**src/speech_quality_chunk_classifier_assert.svh**
```systemverilog
// assertion macros for the speech quality chunk classifier
// used by the top level; expects a clock named clk and a reset named rst
`ifndef SPEECH_QUALITY_CHUNK_CLASSIFIER_ASSERT_SVH
`define SPEECH_QUALITY_CHUNK_CLASSIFIER_ASSERT_SVH

// same-cycle implication, disabled during reset
`define SQCC_ASSERT_NOW(label, ante, cons) \
  label: assert property (@(posedge clk) disable iff (rst) (ante) |-> (cons)) \
    else $error("sqcc assertion failed");

// next-cycle implication, disabled during reset
`define SQCC_ASSERT_NEXT(label, ante, cons) \
  label: assert property (@(posedge clk) disable iff (rst) (ante) |=> (cons)) \
    else $error("sqcc assertion failed");

`endif

```
**src/sqcc_pkg.sv**
```systemverilog
// shared types and constants for the speech quality chunk classifier
// no dependencies
`default_nettype none

package sqcc_pkg;

  localparam int SAMPLE_W         = 16;
  localparam int POS_W            = 17;
  localparam int PEAK_W           = 16;
  localparam int OUT_COUNT_W      = 16;
  localparam int VERDICT_W        = 2;
  localparam int IN_TDATA_W       = 16;
  localparam int OUT_TDATA_W      = 40;
  localparam int CFG_ADDR_W       = 1;
  localparam int CFG_DATA_W       = 17;
  localparam int COUNT_WIDTH_DEF  = 16;
  localparam int GOOD_CHUNK_LIMIT = 30;

  localparam logic [POS_W-1:0] CHUNK_SAMPLES_RESET = 17'd24000;

  typedef enum logic [VERDICT_W-1:0] {
    VERDICT_UNKNOWN = 2'd0,
    VERDICT_GOOD    = 2'd1,
    VERDICT_POOR    = 2'd2
  } verdict_t;

  typedef enum logic [CFG_ADDR_W-1:0] {
    REG_CHECK_ENABLE  = 1'b0,
    REG_CHUNK_SAMPLES = 1'b1
  } cfg_reg_t;

  // status of the chunk tracker seen by the result stage and the checks
  typedef struct packed {
    logic last_taken;
    logic floor_known;
    logic pending_valid;
  } trk_status_t;

endpackage

`default_nettype wire

```
**src/speech_quality_chunk_classifier.sv**
```systemverilog
// Speech quality chunk classifier, top level: config registers, handshake, checks.
// Takes one signed 16-bit sample per clock. Each sample is handled in the cycle it is
// accepted; on the last sample of a recording the verdict and the chunk counts land in
// the result register in the next cycle. The input stalls only while that register holds
// a result that has not been taken. A chunk is counted once a further sample follows
// it; stream state clears after each last sample, configuration registers are kept.
// depends on sqcc_pkg, sqcc_chunk_track, sqcc_result, speech_quality_chunk_classifier_assert.svh
`default_nettype none

module speech_quality_chunk_classifier #(
  parameter int COUNT_WIDTH = sqcc_pkg::COUNT_WIDTH_DEF
) (
  input  wire logic                              clk,
  input  wire logic                              rst,
  // slave side
  input  wire logic                              s_tvalid,
  output logic                                   s_tready,
  input  wire logic [sqcc_pkg::IN_TDATA_W-1:0]   s_tdata,   // [15:0] sample
  input  wire logic                              s_tlast,   // last_sample
  // master side
  output logic                                   m_tvalid,
  input  wire logic                              m_tready,
  output logic [sqcc_pkg::OUT_TDATA_W-1:0]       m_tdata,   // [1:0] verdict,
                                                            // [17:2] chunks_over,
                                                            // [33:18] chunks_noise
  // configuration writes
  input  wire logic                              cfg_we,
  input  wire logic [sqcc_pkg::CFG_ADDR_W-1:0]   cfg_addr,
  input  wire logic [sqcc_pkg::CFG_DATA_W-1:0]   cfg_wdata
);
  import sqcc_pkg::*;

  `include "speech_quality_chunk_classifier_assert.svh"

  logic                   check_enable;
  logic [POS_W-1:0]       chunk_samples;
  logic                   take;
  logic [COUNT_WIDTH-1:0] over_now, noise_now;
  trk_status_t            status;

  // configuration registers
  always_ff @(posedge clk) begin
    if (rst) begin
      check_enable  <= 1'b1;
      chunk_samples <= CHUNK_SAMPLES_RESET;
    end else if (cfg_we) begin
      unique case (cfg_reg_t'(cfg_addr))
        REG_CHECK_ENABLE:  check_enable  <= cfg_wdata[0];
        REG_CHUNK_SAMPLES: chunk_samples <= cfg_wdata[POS_W-1:0];
      endcase
    end
  end

  // accept whenever the result register is free or being drained
  assign s_tready = !m_tvalid || m_tready;
  assign take     = s_tvalid && s_tready;

  sqcc_chunk_track #(
    .COUNT_WIDTH(COUNT_WIDTH)
  ) u_track (
    .clk          (clk),
    .rst          (rst),
    .take         (take),
    .sample       (signed'(s_tdata[SAMPLE_W-1:0])),
    .last_sample  (s_tlast),
    .chunk_samples(chunk_samples),
    .over_now     (over_now),
    .noise_now    (noise_now),
    .status       (status)
  );

  sqcc_result #(
    .COUNT_WIDTH(COUNT_WIDTH)
  ) u_result (
    .clk         (clk),
    .rst         (rst),
    .status      (status),
    .check_enable(check_enable),
    .over_now    (over_now),
    .noise_now   (noise_now),
    .m_tready    (m_tready),
    .m_tvalid    (m_tvalid),
    .m_tdata     (m_tdata)
  );

  // a last sample always produces a result
  `SQCC_ASSERT_NEXT(a_last_gives_result, take && s_tlast, m_tvalid)
  // stream state is cleared after the last sample
  `SQCC_ASSERT_NEXT(a_last_clears_state, take && s_tlast,
                    !status.floor_known && !status.pending_valid)
  // a taken result disappears unless a new last sample arrived
  `SQCC_ASSERT_NEXT(a_result_drains, m_tvalid && m_tready && !(take && s_tlast), !m_tvalid)

endmodule

`default_nettype wire

```
**src/sqcc_chunk_track.sv**
```systemverilog
// per-sample chunk tracking: peak, noise floor, chunk classes and counters
// depends on sqcc_pkg
`default_nettype none

module sqcc_chunk_track #(
  parameter int COUNT_WIDTH = sqcc_pkg::COUNT_WIDTH_DEF
) (
  input  wire logic                               clk,
  input  wire logic                               rst,
  input  wire logic                               take,
  input  wire logic signed [sqcc_pkg::SAMPLE_W-1:0] sample,
  input  wire logic                               last_sample,
  input  wire logic [sqcc_pkg::POS_W-1:0]         chunk_samples,
  output logic [COUNT_WIDTH-1:0]                  over_now,
  output logic [COUNT_WIDTH-1:0]                  noise_now,
  output sqcc_pkg::trk_status_t                   status
);
  import sqcc_pkg::*;

  logic [POS_W-1:0]       position_in_chunk, position_in_chunk_next;
  logic [PEAK_W-1:0]      running_peak, running_peak_next;
  logic [PEAK_W-1:0]      floor_level, floor_level_next;
  logic                   floor_known, floor_known_next;
  logic                   pending_valid, pending_valid_next;
  logic                   pending_over, pending_over_next;
  logic [COUNT_WIDTH-1:0] over_count, over_count_next;
  logic [COUNT_WIDTH-1:0] noise_count, noise_count_next;

  logic [PEAK_W-1:0] mag;
  logic [PEAK_W-1:0] peak_new;
  logic [POS_W-1:0]  pos_inc;
  logic              close;
  logic [PEAK_W-1:0] floor_new;

  // magnitude, 0..32768 fits unsigned 16 bits
  assign mag      = sample[SAMPLE_W-1] ? PEAK_W'(~sample + 1'b1) : PEAK_W'(sample);
  assign peak_new = (mag > running_peak) ? mag : running_peak;
  assign pos_inc  = position_in_chunk + 1'b1;
  assign close    = (pos_inc >= chunk_samples);
  assign floor_new = floor_known ? floor_level : peak_new;

  // a pending closed chunk counts once another sample arrives
  assign over_now  = (pending_valid && pending_over && (over_count != '1)) ?
                     over_count + 1'b1 : over_count;
  assign noise_now = (pending_valid && !pending_over && (noise_count != '1)) ?
                     noise_count + 1'b1 : noise_count;

  // next stream state
  always_comb begin
    position_in_chunk_next = position_in_chunk;
    running_peak_next      = running_peak;
    floor_level_next       = floor_level;
    floor_known_next       = floor_known;
    pending_valid_next     = pending_valid;
    pending_over_next      = pending_over;
    over_count_next        = over_count;
    noise_count_next       = noise_count;
    if (take) begin
      if (last_sample) begin
        position_in_chunk_next = '0;
        running_peak_next      = '0;
        floor_level_next       = '0;
        floor_known_next       = 1'b0;
        pending_valid_next     = 1'b0;
        pending_over_next      = 1'b0;
        over_count_next        = '0;
        noise_count_next       = '0;
      end else if (close) begin
        position_in_chunk_next = '0;
        running_peak_next      = '0;
        floor_level_next       = floor_new;
        floor_known_next       = 1'b1;
        pending_valid_next     = 1'b1;
        pending_over_next      = ({1'b0, peak_new} > {floor_new, 1'b0});
        over_count_next        = over_now;
        noise_count_next       = noise_now;
      end else begin
        position_in_chunk_next = pos_inc;
        running_peak_next      = peak_new;
        pending_valid_next     = 1'b0;
        pending_over_next      = 1'b0;
        over_count_next        = over_now;
        noise_count_next       = noise_now;
      end
    end
  end

  // stream state registers
  always_ff @(posedge clk) begin
    if (rst) begin
      position_in_chunk <= '0;
      running_peak      <= '0;
      floor_level       <= '0;
      floor_known       <= 1'b0;
      pending_valid     <= 1'b0;
      pending_over      <= 1'b0;
      over_count        <= '0;
      noise_count       <= '0;
    end else begin
      position_in_chunk <= position_in_chunk_next;
      running_peak      <= running_peak_next;
      floor_level       <= floor_level_next;
      floor_known       <= floor_known_next;
      pending_valid     <= pending_valid_next;
      pending_over      <= pending_over_next;
      over_count        <= over_count_next;
      noise_count       <= noise_count_next;
    end
  end

  assign status.last_taken    = take && last_sample;
  assign status.floor_known   = floor_known;
  assign status.pending_valid = pending_valid;

endmodule

`default_nettype wire

```
**src/sqcc_result.sv**
```systemverilog
// verdict logic and the result register on the master side
// depends on sqcc_pkg
`default_nettype none

module sqcc_result #(
  parameter int COUNT_WIDTH = sqcc_pkg::COUNT_WIDTH_DEF
) (
  input  wire logic                             clk,
  input  wire logic                             rst,
  input  wire sqcc_pkg::trk_status_t            status,
  input  wire logic                             check_enable,
  input  wire logic [COUNT_WIDTH-1:0]           over_now,
  input  wire logic [COUNT_WIDTH-1:0]           noise_now,
  input  wire logic                             m_tready,
  output logic                                  m_tvalid,
  output logic [sqcc_pkg::OUT_TDATA_W-1:0]      m_tdata
);
  import sqcc_pkg::*;

  localparam int WIDE_W = COUNT_WIDTH + OUT_COUNT_W;

  logic [COUNT_WIDTH:0]         total;
  logic [COUNT_WIDTH+1:0]       over_x4;
  logic                         good;
  verdict_t                     verdict, verdict_q;
  logic [WIDE_W-1:0]            over_wide, noise_wide;
  logic [OUT_COUNT_W-1:0]       over_out, noise_out;
  logic [OUT_COUNT_W-1:0]       over_q, noise_q;
  logic                         out_valid, out_valid_next;

  // verdict: good if 4*over > over+noise or over above the limit
  assign total   = {1'b0, over_now} + {1'b0, noise_now};
  assign over_x4 = {over_now, 2'b00};
  assign good    = (over_x4 > {1'b0, total}) ||
                   (over_now > COUNT_WIDTH'(GOOD_CHUNK_LIMIT));

  always_comb begin
    if (!check_enable) begin
      verdict = VERDICT_UNKNOWN;
    end else if (good) begin
      verdict = VERDICT_GOOD;
    end else begin
      verdict = VERDICT_POOR;
    end
  end

  // clamp counts to the 16-bit output fields
  assign over_wide  = {{OUT_COUNT_W{1'b0}}, over_now};
  assign noise_wide = {{OUT_COUNT_W{1'b0}}, noise_now};
  assign over_out   = (over_wide > WIDE_W'({OUT_COUNT_W{1'b1}})) ?
                      {OUT_COUNT_W{1'b1}} : over_wide[OUT_COUNT_W-1:0];
  assign noise_out  = (noise_wide > WIDE_W'({OUT_COUNT_W{1'b1}})) ?
                      {OUT_COUNT_W{1'b1}} : noise_wide[OUT_COUNT_W-1:0];

  // result valid flag
  always_comb begin
    if (status.last_taken) begin
      out_valid_next = 1'b1;
    end else if (m_tready) begin
      out_valid_next = 1'b0;
    end else begin
      out_valid_next = out_valid;
    end
  end

  always_ff @(posedge clk) begin
    if (rst) begin
      out_valid <= 1'b0;
    end else begin
      out_valid <= out_valid_next;
    end
  end

  // result payload, loaded when the last sample is taken
  always_ff @(posedge clk) begin
    if (status.last_taken) begin
      verdict_q <= verdict;
      over_q    <= over_out;
      noise_q   <= noise_out;
    end
  end

  assign m_tvalid = out_valid;
  assign m_tdata  = {{(OUT_TDATA_W - VERDICT_W - 2*OUT_COUNT_W){1'b0}},
                     noise_q, over_q, verdict_q};

endmodule

`default_nettype wire

```
**config.mk**
```make
export PLATFORM = sky130hd
export DESIGN_NAME = speech_quality_chunk_classifier
export DESIGN_NICKNAME = d
export VERILOG_FILES = /design/src/sqcc_pkg.sv /design/src/speech_quality_chunk_classifier.sv /design/src/sqcc_chunk_track.sv /design/src/sqcc_result.sv
export VERILOG_INCLUDE_DIRS = /design/src /design/src/src
export SDC_FILE = /design/constraint.sdc
export NUM_CORES = 1
export LEC_CHECK = 0
export ABC_AREA = 1
export BUFFER_PORTS_ARGS = -buffer_cell sky130_fd_sc_hd__buf_2
export CAP_MARGIN = 30
export CELL_PAD_IN_SITES_DETAIL_PLACEMENT = 1
export CELL_PAD_IN_SITES_GLOBAL_PLACEMENT = 2
export CORE_MARGIN = 2
export CORE_UTILIZATION = 34
export DETAILED_ROUTE_END_ITERATION = 10
export GPL_ROUTABILITY_DRIVEN = 1
export PLACE_DENSITY = 0.85
export SETUP_SLACK_MARGIN = 0.05
export SKIP_LAST_GASP = 1
export SLEW_MARGIN = 10
export SYNTH_ARGS = -nofsm -noshare
export SYNTH_HDL_FRONTEND = slang
export SYNTH_SLANG_ARGS = --single-unit
```
**constraint.sdc**
```tcl
create_clock -name clk -period 5.7 [get_ports clk]
set_input_delay 1.14 -clock clk [delete_from_list [all_inputs] [get_ports clk]]
set_output_delay 1.14 -clock clk [all_outputs]
set_load 0.01 [all_outputs]
```
==> impl_metrics.env, run 1 <==
export IMPL_post_place_ws_ps=331.9
export IMPL_clk_pin_slew_ps=60
export IMPL_busiest_layer="met2"
export IMPL_clock_power_share=0.452
export IMPL_status="finished clean"
export IMPL_num_io_pins=82
export IMPL_hold_class="reg -> reg"
export IMPL_synthArstFlopShare=0
export IMPL_ys_flop_type="dfxtp_1"
export IMPL_place_gp_congestion=0.8401
export IMPL_clock_root_buffer="clkbuf_16"
export IMPL_fp_dieW_um=167.8
export IMPL_crit_top_cell="nand2_1"
export IMPL_ant_nets=0
export IMPL_core_area_um2=26210
export IMPL_cp_required_ps=5880
export IMPL_r2r_start="u_track.over_count[0]"
export IMPL_io_buffers=75
export IMPL_cts_tree="done"
export IMPL_h_tree_depth=4
export IMPL_cp_slowest_cell="dfxtp_1"
export IMPL_power_density_nw_per_um2=244.8
export IMPL_syn_avg_cell_area_um2=7.016
export IMPL_ys_types=40
export IMPL_ir_drop_mv=0.1562
export IMPL_grt_use_met2=0.3317
export IMPL_cts_sinks=137
export IMPL_min_period_ps=5016
export IMPL_route_vias_total=8346
export IMPL_grt_pass1_vias=8687
export IMPL_insertion_delay_ps=430
export IMPL_drt_total_wl_mm=25.24
export IMPL_ys_ff_latch=137
export IMPL_p_seq_frac=0.399
export IMPL_worstMarginPinSlew_ps=884.6
export IMPL_finClkSkew_ps=13.80
export IMPL_crit_family="simple AND/OR/NAND/NOR gates"
export IMPL_p_leak_nw=4.756
export IMPL_die_area_um2=28150
export IMPL_path_max_fanout=15
export IMPL_finalSetupTns_ps=0
export IMPL_synth_edf_count=34
export IMPL_min_delay_worst_endpoint="chunk_samples[1]"
export IMPL_syn_inst=1300
export IMPL_drtIter0Drc=333
export IMPL_netSwitchingFraction=0.2837
export IMPL_viasPerCell=4.864
export IMPL_clockBufferDepth=2
export IMPL_post_route_period_util=0.8799
export IMPL_layout_drive_gt1_share=0.1130
export IMPL_setup_slack_ps=684.4
export IMPL_drv_slew=0
export IMPL_crit_start="u_track.over_count[0]"
export IMPL_initial_core_util=0.3481
export IMPL_worstRegToRegCells=33
export IMPL_worstHoldPathCells=2
export IMPL_grt_pass1_wl_mm=42.84
export IMPL_ys_warn_count=0
export IMPL_timing_hold_ws_ps=461.1
export IMPL_syn_to_final_growth_pct=15.29
export IMPL_num_rows=59
export IMPL_setup_viol=0
export IMPL_rsz0062_at_grt="no"
export IMPL_p_sw_mw=0.7305
export IMPL_path_class="reg -> reg"
export IMPL_max_slew_margin=0.4103
export IMPL_grt_overflow_total=0
export IMPL_dp_cells=1683
export IMPL_n_antenna_cell=0
export IMPL_maxCapViolCount=0
export IMPL_grt_max_degree=86
export IMPL_nNetsFinal=1492
export IMPL_crit_path_end_kind="register"
export IMPL_ys_seq_area_frac=0.3380
export IMPL_max_stage_delay_ps=460
export IMPL_worst_ep_arrival_time_ps=5200
export IMPL_final_area_um2=10520
export IMPL_wl_per_cell_um=14.71
export IMPL_cts_buffers=17
export IMPL_p_int_mw=1.844
export IMPL_use_met3=0.02797
export IMPL_reg2reg_slack_ps=680
export IMPL_remaining_drc_errors=0
export IMPL_hp_start="chunk_samples[1]"
export IMPL_critPathBufInv=2
export IMPL_place_area_um2=9869
export IMPL_globalRouteMet1Util=0.2379
export IMPL_finalHoldViolCount=0
export IMPL_antenna_found_initial=0
export IMPL_power_frac_comb=0.149
export IMPL_hpwl_mm=18.93
export IMPL_worst_r2r_endpoint="u_result.verdict_q[0]"
export IMPL_grt_usage=0.1861
export IMPL_die_h_um=167.8
export IMPL_fin_cells=1716
export IMPL_cp_start_kind="register"
export IMPL_syn_cell_area_um2=9121
export IMPL_dr_pass1_iters=4
export IMPL_fmax_mhz=199.4
## layer usage
layer | up-vias | share of wire | routed length [um]
met5 | - | 0 | 0
met4 | 0 | 0.013 | 331
met3 | 26 | 0.022 | 553
met2 | 94 | 0.48 | 12220
met1 | 3907 | 0.48 | 12140
li1 | 4319 | - | -
## area by class of cell
class	count	area, um^2
fill	3340	15690
multi-input combinational	958	5254
sequential	137	3083
inverter	164	615.6
timing repair buffer	90	528.0
clock buffer	19	464.2
tap	335	419.2
clock inverter	13	152.6
## kinds of logic after synthesis
family,count (synthesis),share of synthesized area
AND/OR/NAND/NOR,599,0.2757
buffers and inverters,210,0.09095
flip-flops,137,0.3380
other,1,0.0004111
adder cells (fa/ha/maj),84,0.1160
XOR/XNOR,59,0.05665
AO/OA/AOI/OAI,210,0.1222
## worst max path at each step
stage / end / slack [ps] / cells past startpoint
floorplan: u_track.pending_over / 1140 / 26
global placement: u_track.pending_over / 430 / 32
detailed placement: u_track.pending_over / 330 / 32
CTS: u_result.verdict_q[0] / 600 / 33
global route: u_result.verdict_q[0] / 70 / 33
finish: u_result.verdict_q[0] / 680 / 33
## per-stage QoR
stage                     power [mW]  utilization
after floorplan                1.317            -
after global placement         1.421       0.3756
after detailed placement       1.434       0.3766
after CTS                      2.612       0.4001
after global routing           2.718       0.4013
final                          2.575       0.4013
## flip-flops by register name, indices dropped and copies added (netlist names), 2 cells and up
| register | flops |
|---|---|
| chunk_samples | 17 |
| u_track.position_in_chunk | 17 |
| u_result.noise_q | 16 |
| u_result.over_q | 16 |
| u_track.floor_level | 16 |
| u_track.noise_count | 16 |
| u_track.over_count | 16 |
| u_track.running_peak | 16 |
| u_result.verdict_q | 2 |
## synthesized netlist by cell type, types with 17 or more instances
cell,instances,area share
dfxtp_1,103,0.23
edfxtp_1,34,0.11
clkbuf_1,27,0.011
nand3_1,60,0.033
nor2_1,74,0.030
xor2_1,45,0.043
inv_1,163,0.067
or2_2,17,0.012
ha_1,83,0.11
o21ai_0,43,0.024
nand2_1,397,0.16
nand4_1,17,0.012
a21oi_1,136,0.075
## worst reg2reg max path, delay by kind of cell, from the launching register on
family | cells | cell delay (ps)
AND/OR/NAND/NOR | 21 | 1740
buffers and inverters | 2 | 340
flip-flops | 1 | 460
XOR/XNOR | 1 | 140
adder cells (fa/ha/maj) | 3 | 970
AO/OA/AOI/OAI | 6 | 1110
## cell usage in the layout (no fill, tap or decap), types with 17 or more instances in the layout
| master | netlist | layout |
|---|---|---|
| edfxtp_1 | 34 | 34 |
| or2_2 | 17 | 17 |
| nor2_1 | 74 | 72 |
| buf_2 | 9 | 75 |
| ha_1 | 83 | 82 |
| nand3_1 | 60 | 60 |
| inv_1 | 163 | 163 |
| dfxtp_1 | 103 | 103 |
| o21ai_0 | 43 | 43 |
| nand2_1 | 397 | 396 |
| xor2_1 | 45 | 45 |
| clkbuf_16 | 0 | 18 |
| a21oi_1 | 136 | 136 |
| nand4_1 | 17 | 17 |
## power groups by stage
stage / clock network [mW] / registers (mW) / logic [mW]
after detailed placement: 0 / 1.05 / 0.384
final: 1.16 / 1.03 / 0.382
after floorplan: 0 / 1.05 / 0.263
after global placement: 0 / 1.05 / 0.372
after CTS: 1.20 / 1.03 / 0.387
after global routing: 1.24 / 1.03 / 0.447
## what timing repair did
item	CTS	global route
resized for setup	0	1
setup endpoints to repair	0	1
setup buffers	0	0
hold buffers	0	0
(Power assumes the default switching activity.)
==> run 2, diff against run 1 <==
--- a/config.mk
+++ b/config.mk
@@ -7,15 +7,15 @@
 export NUM_CORES = 1
 export LEC_CHECK = 0
 export ABC_AREA = 1
-export BUFFER_PORTS_ARGS = -buffer_cell sky130_fd_sc_hd__buf_2
 export CAP_MARGIN = 30
 export CELL_PAD_IN_SITES_DETAIL_PLACEMENT = 1
 export CELL_PAD_IN_SITES_GLOBAL_PLACEMENT = 2
 export CORE_MARGIN = 2
-export CORE_UTILIZATION = 34
+export CORE_UTILIZATION = 37
 export DETAILED_ROUTE_END_ITERATION = 10
+export DONT_BUFFER_PORTS = 1
 export GPL_ROUTABILITY_DRIVEN = 1
-export PLACE_DENSITY = 0.85
+export PLACE_DENSITY = 0.86
 export SETUP_SLACK_MARGIN = 0.05
 export SKIP_LAST_GASP = 1
 export SLEW_MARGIN = 10
==> constraint.sdc (replaced) <==
create_clock -name clk -period 5.7 [get_ports clk]
set_input_delay 1.14 -clock clk [delete_from_list [all_inputs] [get_ports clk]]
set_output_delay 1.14 -clock clk [all_outputs]
set_load 0.02 [all_outputs]
==> run 2 against run 1 <==
Against the previous run:
- routed wire length decreased by 2.4%
- die area decreased by 7.9%
- design area decreased by 4.0%
- clock-buffer cell count decreased by 1
- worst setup slack got worse by 64 ps
- hold slack got worse by 1.6 ps
- sequential share of layout area increased by 1.2 points
- maximum frequency decreased by 1.3%
- cell count decreased by 4.7%
- total power decreased by 3.6%
- flip-flop and latch count unchanged
- largest power group unchanged
==> impl_metrics.env, run 2 (synthesis gave the netlist of run 1 again) <==
export IMPL_fin_cells=1635
export IMPL_syn_to_final_growth_pct=10.64
export IMPL_worst_ep_arrival_time_ps=5250
export IMPL_max_stage_delay_ps=460
export IMPL_cp_start_kind="register"
export IMPL_worst_r2r_endpoint="u_result.verdict_q[0]"
export IMPL_p_int_mw=1.755
export IMPL_grt_max_degree=86
export IMPL_hold_buffers=0
export IMPL_setup_viol=0
export IMPL_grt_pass1_vias=8349
export IMPL_grt_pass1_wl_mm=41.46
export IMPL_cp_slowest_cell="dfxtp_1"
export IMPL_core_area_um2=24250
export IMPL_h_tree_depth=4
export IMPL_num_io_pins=82
export IMPL_clock_power_share=0.444
export IMPL_antenna_found_initial=0
export IMPL_viasPerCell=4.955
export IMPL_path_max_fanout=17
export IMPL_post_route_period_util=0.8912
export IMPL_maxCapViolCount=0
export IMPL_drv_slew=0
export IMPL_p_sw_mw=0.7277
export IMPL_largestRegisters="chunk_samples (17), u_track.position_in_chunk (17)"
export IMPL_grt_overflow_total=0
export IMPL_max_slew_margin=0.3931
export IMPL_dp_cells=1602
export IMPL_cts_buffers=17
export IMPL_die_h_um=161.0
export IMPL_cts_resized=0
export IMPL_power_frac_comb=0.136
export IMPL_drt_total_wl_mm=24.64
export IMPL_p_seq_frac=0.420
export IMPL_power_density_nw_per_um2=246.0
export IMPL_remaining_drc_errors=0
export IMPL_crit_top_cell="nand2_1"
export IMPL_clk_pin_slew_ps=60
export IMPL_final_util=0.4162
export IMPL_met1_length_mm=11.98
export IMPL_netSwitchingFraction=0.2931
export IMPL_clockBufferDepth=2
export IMPL_place_gp_congestion=0.8229
export IMPL_mostFrequentLayoutCells="nand2_1, inv_1, a21oi_1"
export IMPL_cp_required_ps=5870
export IMPL_timing_hold_ws_ps=459.5
export IMPL_reg2reg_slack_ps=620
export IMPL_p_leak_nw=4.464
export IMPL_fp_dieW_um=161.0
export IMPL_die_area_um2=25920
export IMPL_n_antenna_cell=0
export IMPL_num_rows=57
export IMPL_post_place_ws_ps=403.2
export IMPL_io_buffers=0
export IMPL_worstMarginPinSlew_ps=907.1
export IMPL_grt_usage=0.1967
export IMPL_layout_drive_gt1_share=0.06407
export IMPL_r2r_start="u_track.over_count[0]"
export IMPL_route_met3_wl_um=505
export IMPL_hpwl_mm=18.91
export IMPL_rsz0062_at_grt="no"
export IMPL_status="finished clean"
export IMPL_dr_pass1_iters=4
export IMPL_hp_start="u_track.floor_level[3]"
export IMPL_wl_per_cell_um=15.07
export IMPL_setup_slack_ps=620.2
export IMPL_drtIter0Drc=323
export IMPL_final_common_cell="nand2_1"
export IMPL_worstHoldPathCells=2
export IMPL_finalHoldViolCount=0
export IMPL_route_vias_total=8102
export IMPL_post_cts_setup_buffers=0
export IMPL_maxUsedRoutingLayer="met4"
export IMPL_initial_core_util=0.3762
export IMPL_worstRegToRegCells=33
export IMPL_fmax_mhz=196.9
export IMPL_ant_nets=0
export IMPL_min_period_ps=5080
export IMPL_crit_path_end_kind="register"
export IMPL_insertion_delay_ps=430
export IMPL_ir_drop_mv=0.1473
export IMPL_met2_length_mm=11.86
export IMPL_nNetsFinal=1422
export IMPL_cts_sinks=137
export IMPL_path_class="reg -> reg"
export IMPL_hold_class="reg -> reg"
export IMPL_clock_root_buffer="clkbuf_16"
export IMPL_cts_tree="done"
export IMPL_min_delay_worst_endpoint="u_track.floor_level[3]"
export IMPL_finalSetupTns_ps=0
export IMPL_finClkSkew_ps=20.68
==> run 2: worst max-delay path, delay by kind of cell (launching register included) <==
family	cells	cell delay, ps
buffers and inverters	2	310
AOI/OAI and AO/OA	6	1170
DFF	1	460
adders and majority gates	3	1010
xor gates and xnor gates	1	140
and+or+nand+nor	21	1760
==> run 2: how the worst max path moves through the flow <==
stage | cells past startpoint | from | end
after floorplan | 26 | s_tdata[4] | u_track.pending_over
after global placement | 29 | s_tdata[4] | u_track.pending_over
after detailed placement | 31 | s_tdata[0] | u_track.pending_over
after CTS | 33 | u_track.over_count[0] | u_result.verdict_q[0]
after global routing | 33 | u_track.over_count[0] | u_result.verdict_q[0]
final | 33 | u_track.over_count[0] | u_result.verdict_q[0]
==> run 2: layout make-up <==
| type | count | area, um^2 |
|---|---|---|
| clock inverter | 14 | 150.1 |
| fill | 3091 | 14160 |
| clock buffer | 18 | 429.2 |
| multi-input combinational | 958 | 5246 |
| sequential | 137 | 3083 |
| timing repair buffer | 20 | 162.7 |
| inverter | 164 | 615.6 |
| tap | 324 | 405.4 |
==> run 2: through the flow <==
| stage | cell area [um^2] | power [mW] |
|---|---|---|
| after floorplan | 9140 | 1.326 |
| after global placement | 9493 | 1.396 |
| after detailed placement | 9493 | 1.404 |
| after CTS | 10070 | 2.518 |
| after global routing | 10090 | 2.612 |
| final | 10090 | 2.483 |
==> run 2: power by group through the flow <==
stage | Combinational, mW | Clock, mW | Sequential (mW)
2_1_floorplan | 0.265 | 0 | 1.06
3_3_place_gp | 0.332 | 0 | 1.06
3_5_place_dp | 0.339 | 0 | 1.07
4_1_cts | 0.342 | 1.13 | 1.04
5_1_grt | 0.397 | 1.17 | 1.04
6_report | 0.337 | 1.10 | 1.04
==> run 2: per-layer routing <==
layer	track usage	vias to the layer above
met2	0.3459	94
met3	0.03005	18
met5	0	-
met4	0.04870	0
met1	0.2533	3812
li1	-	4178
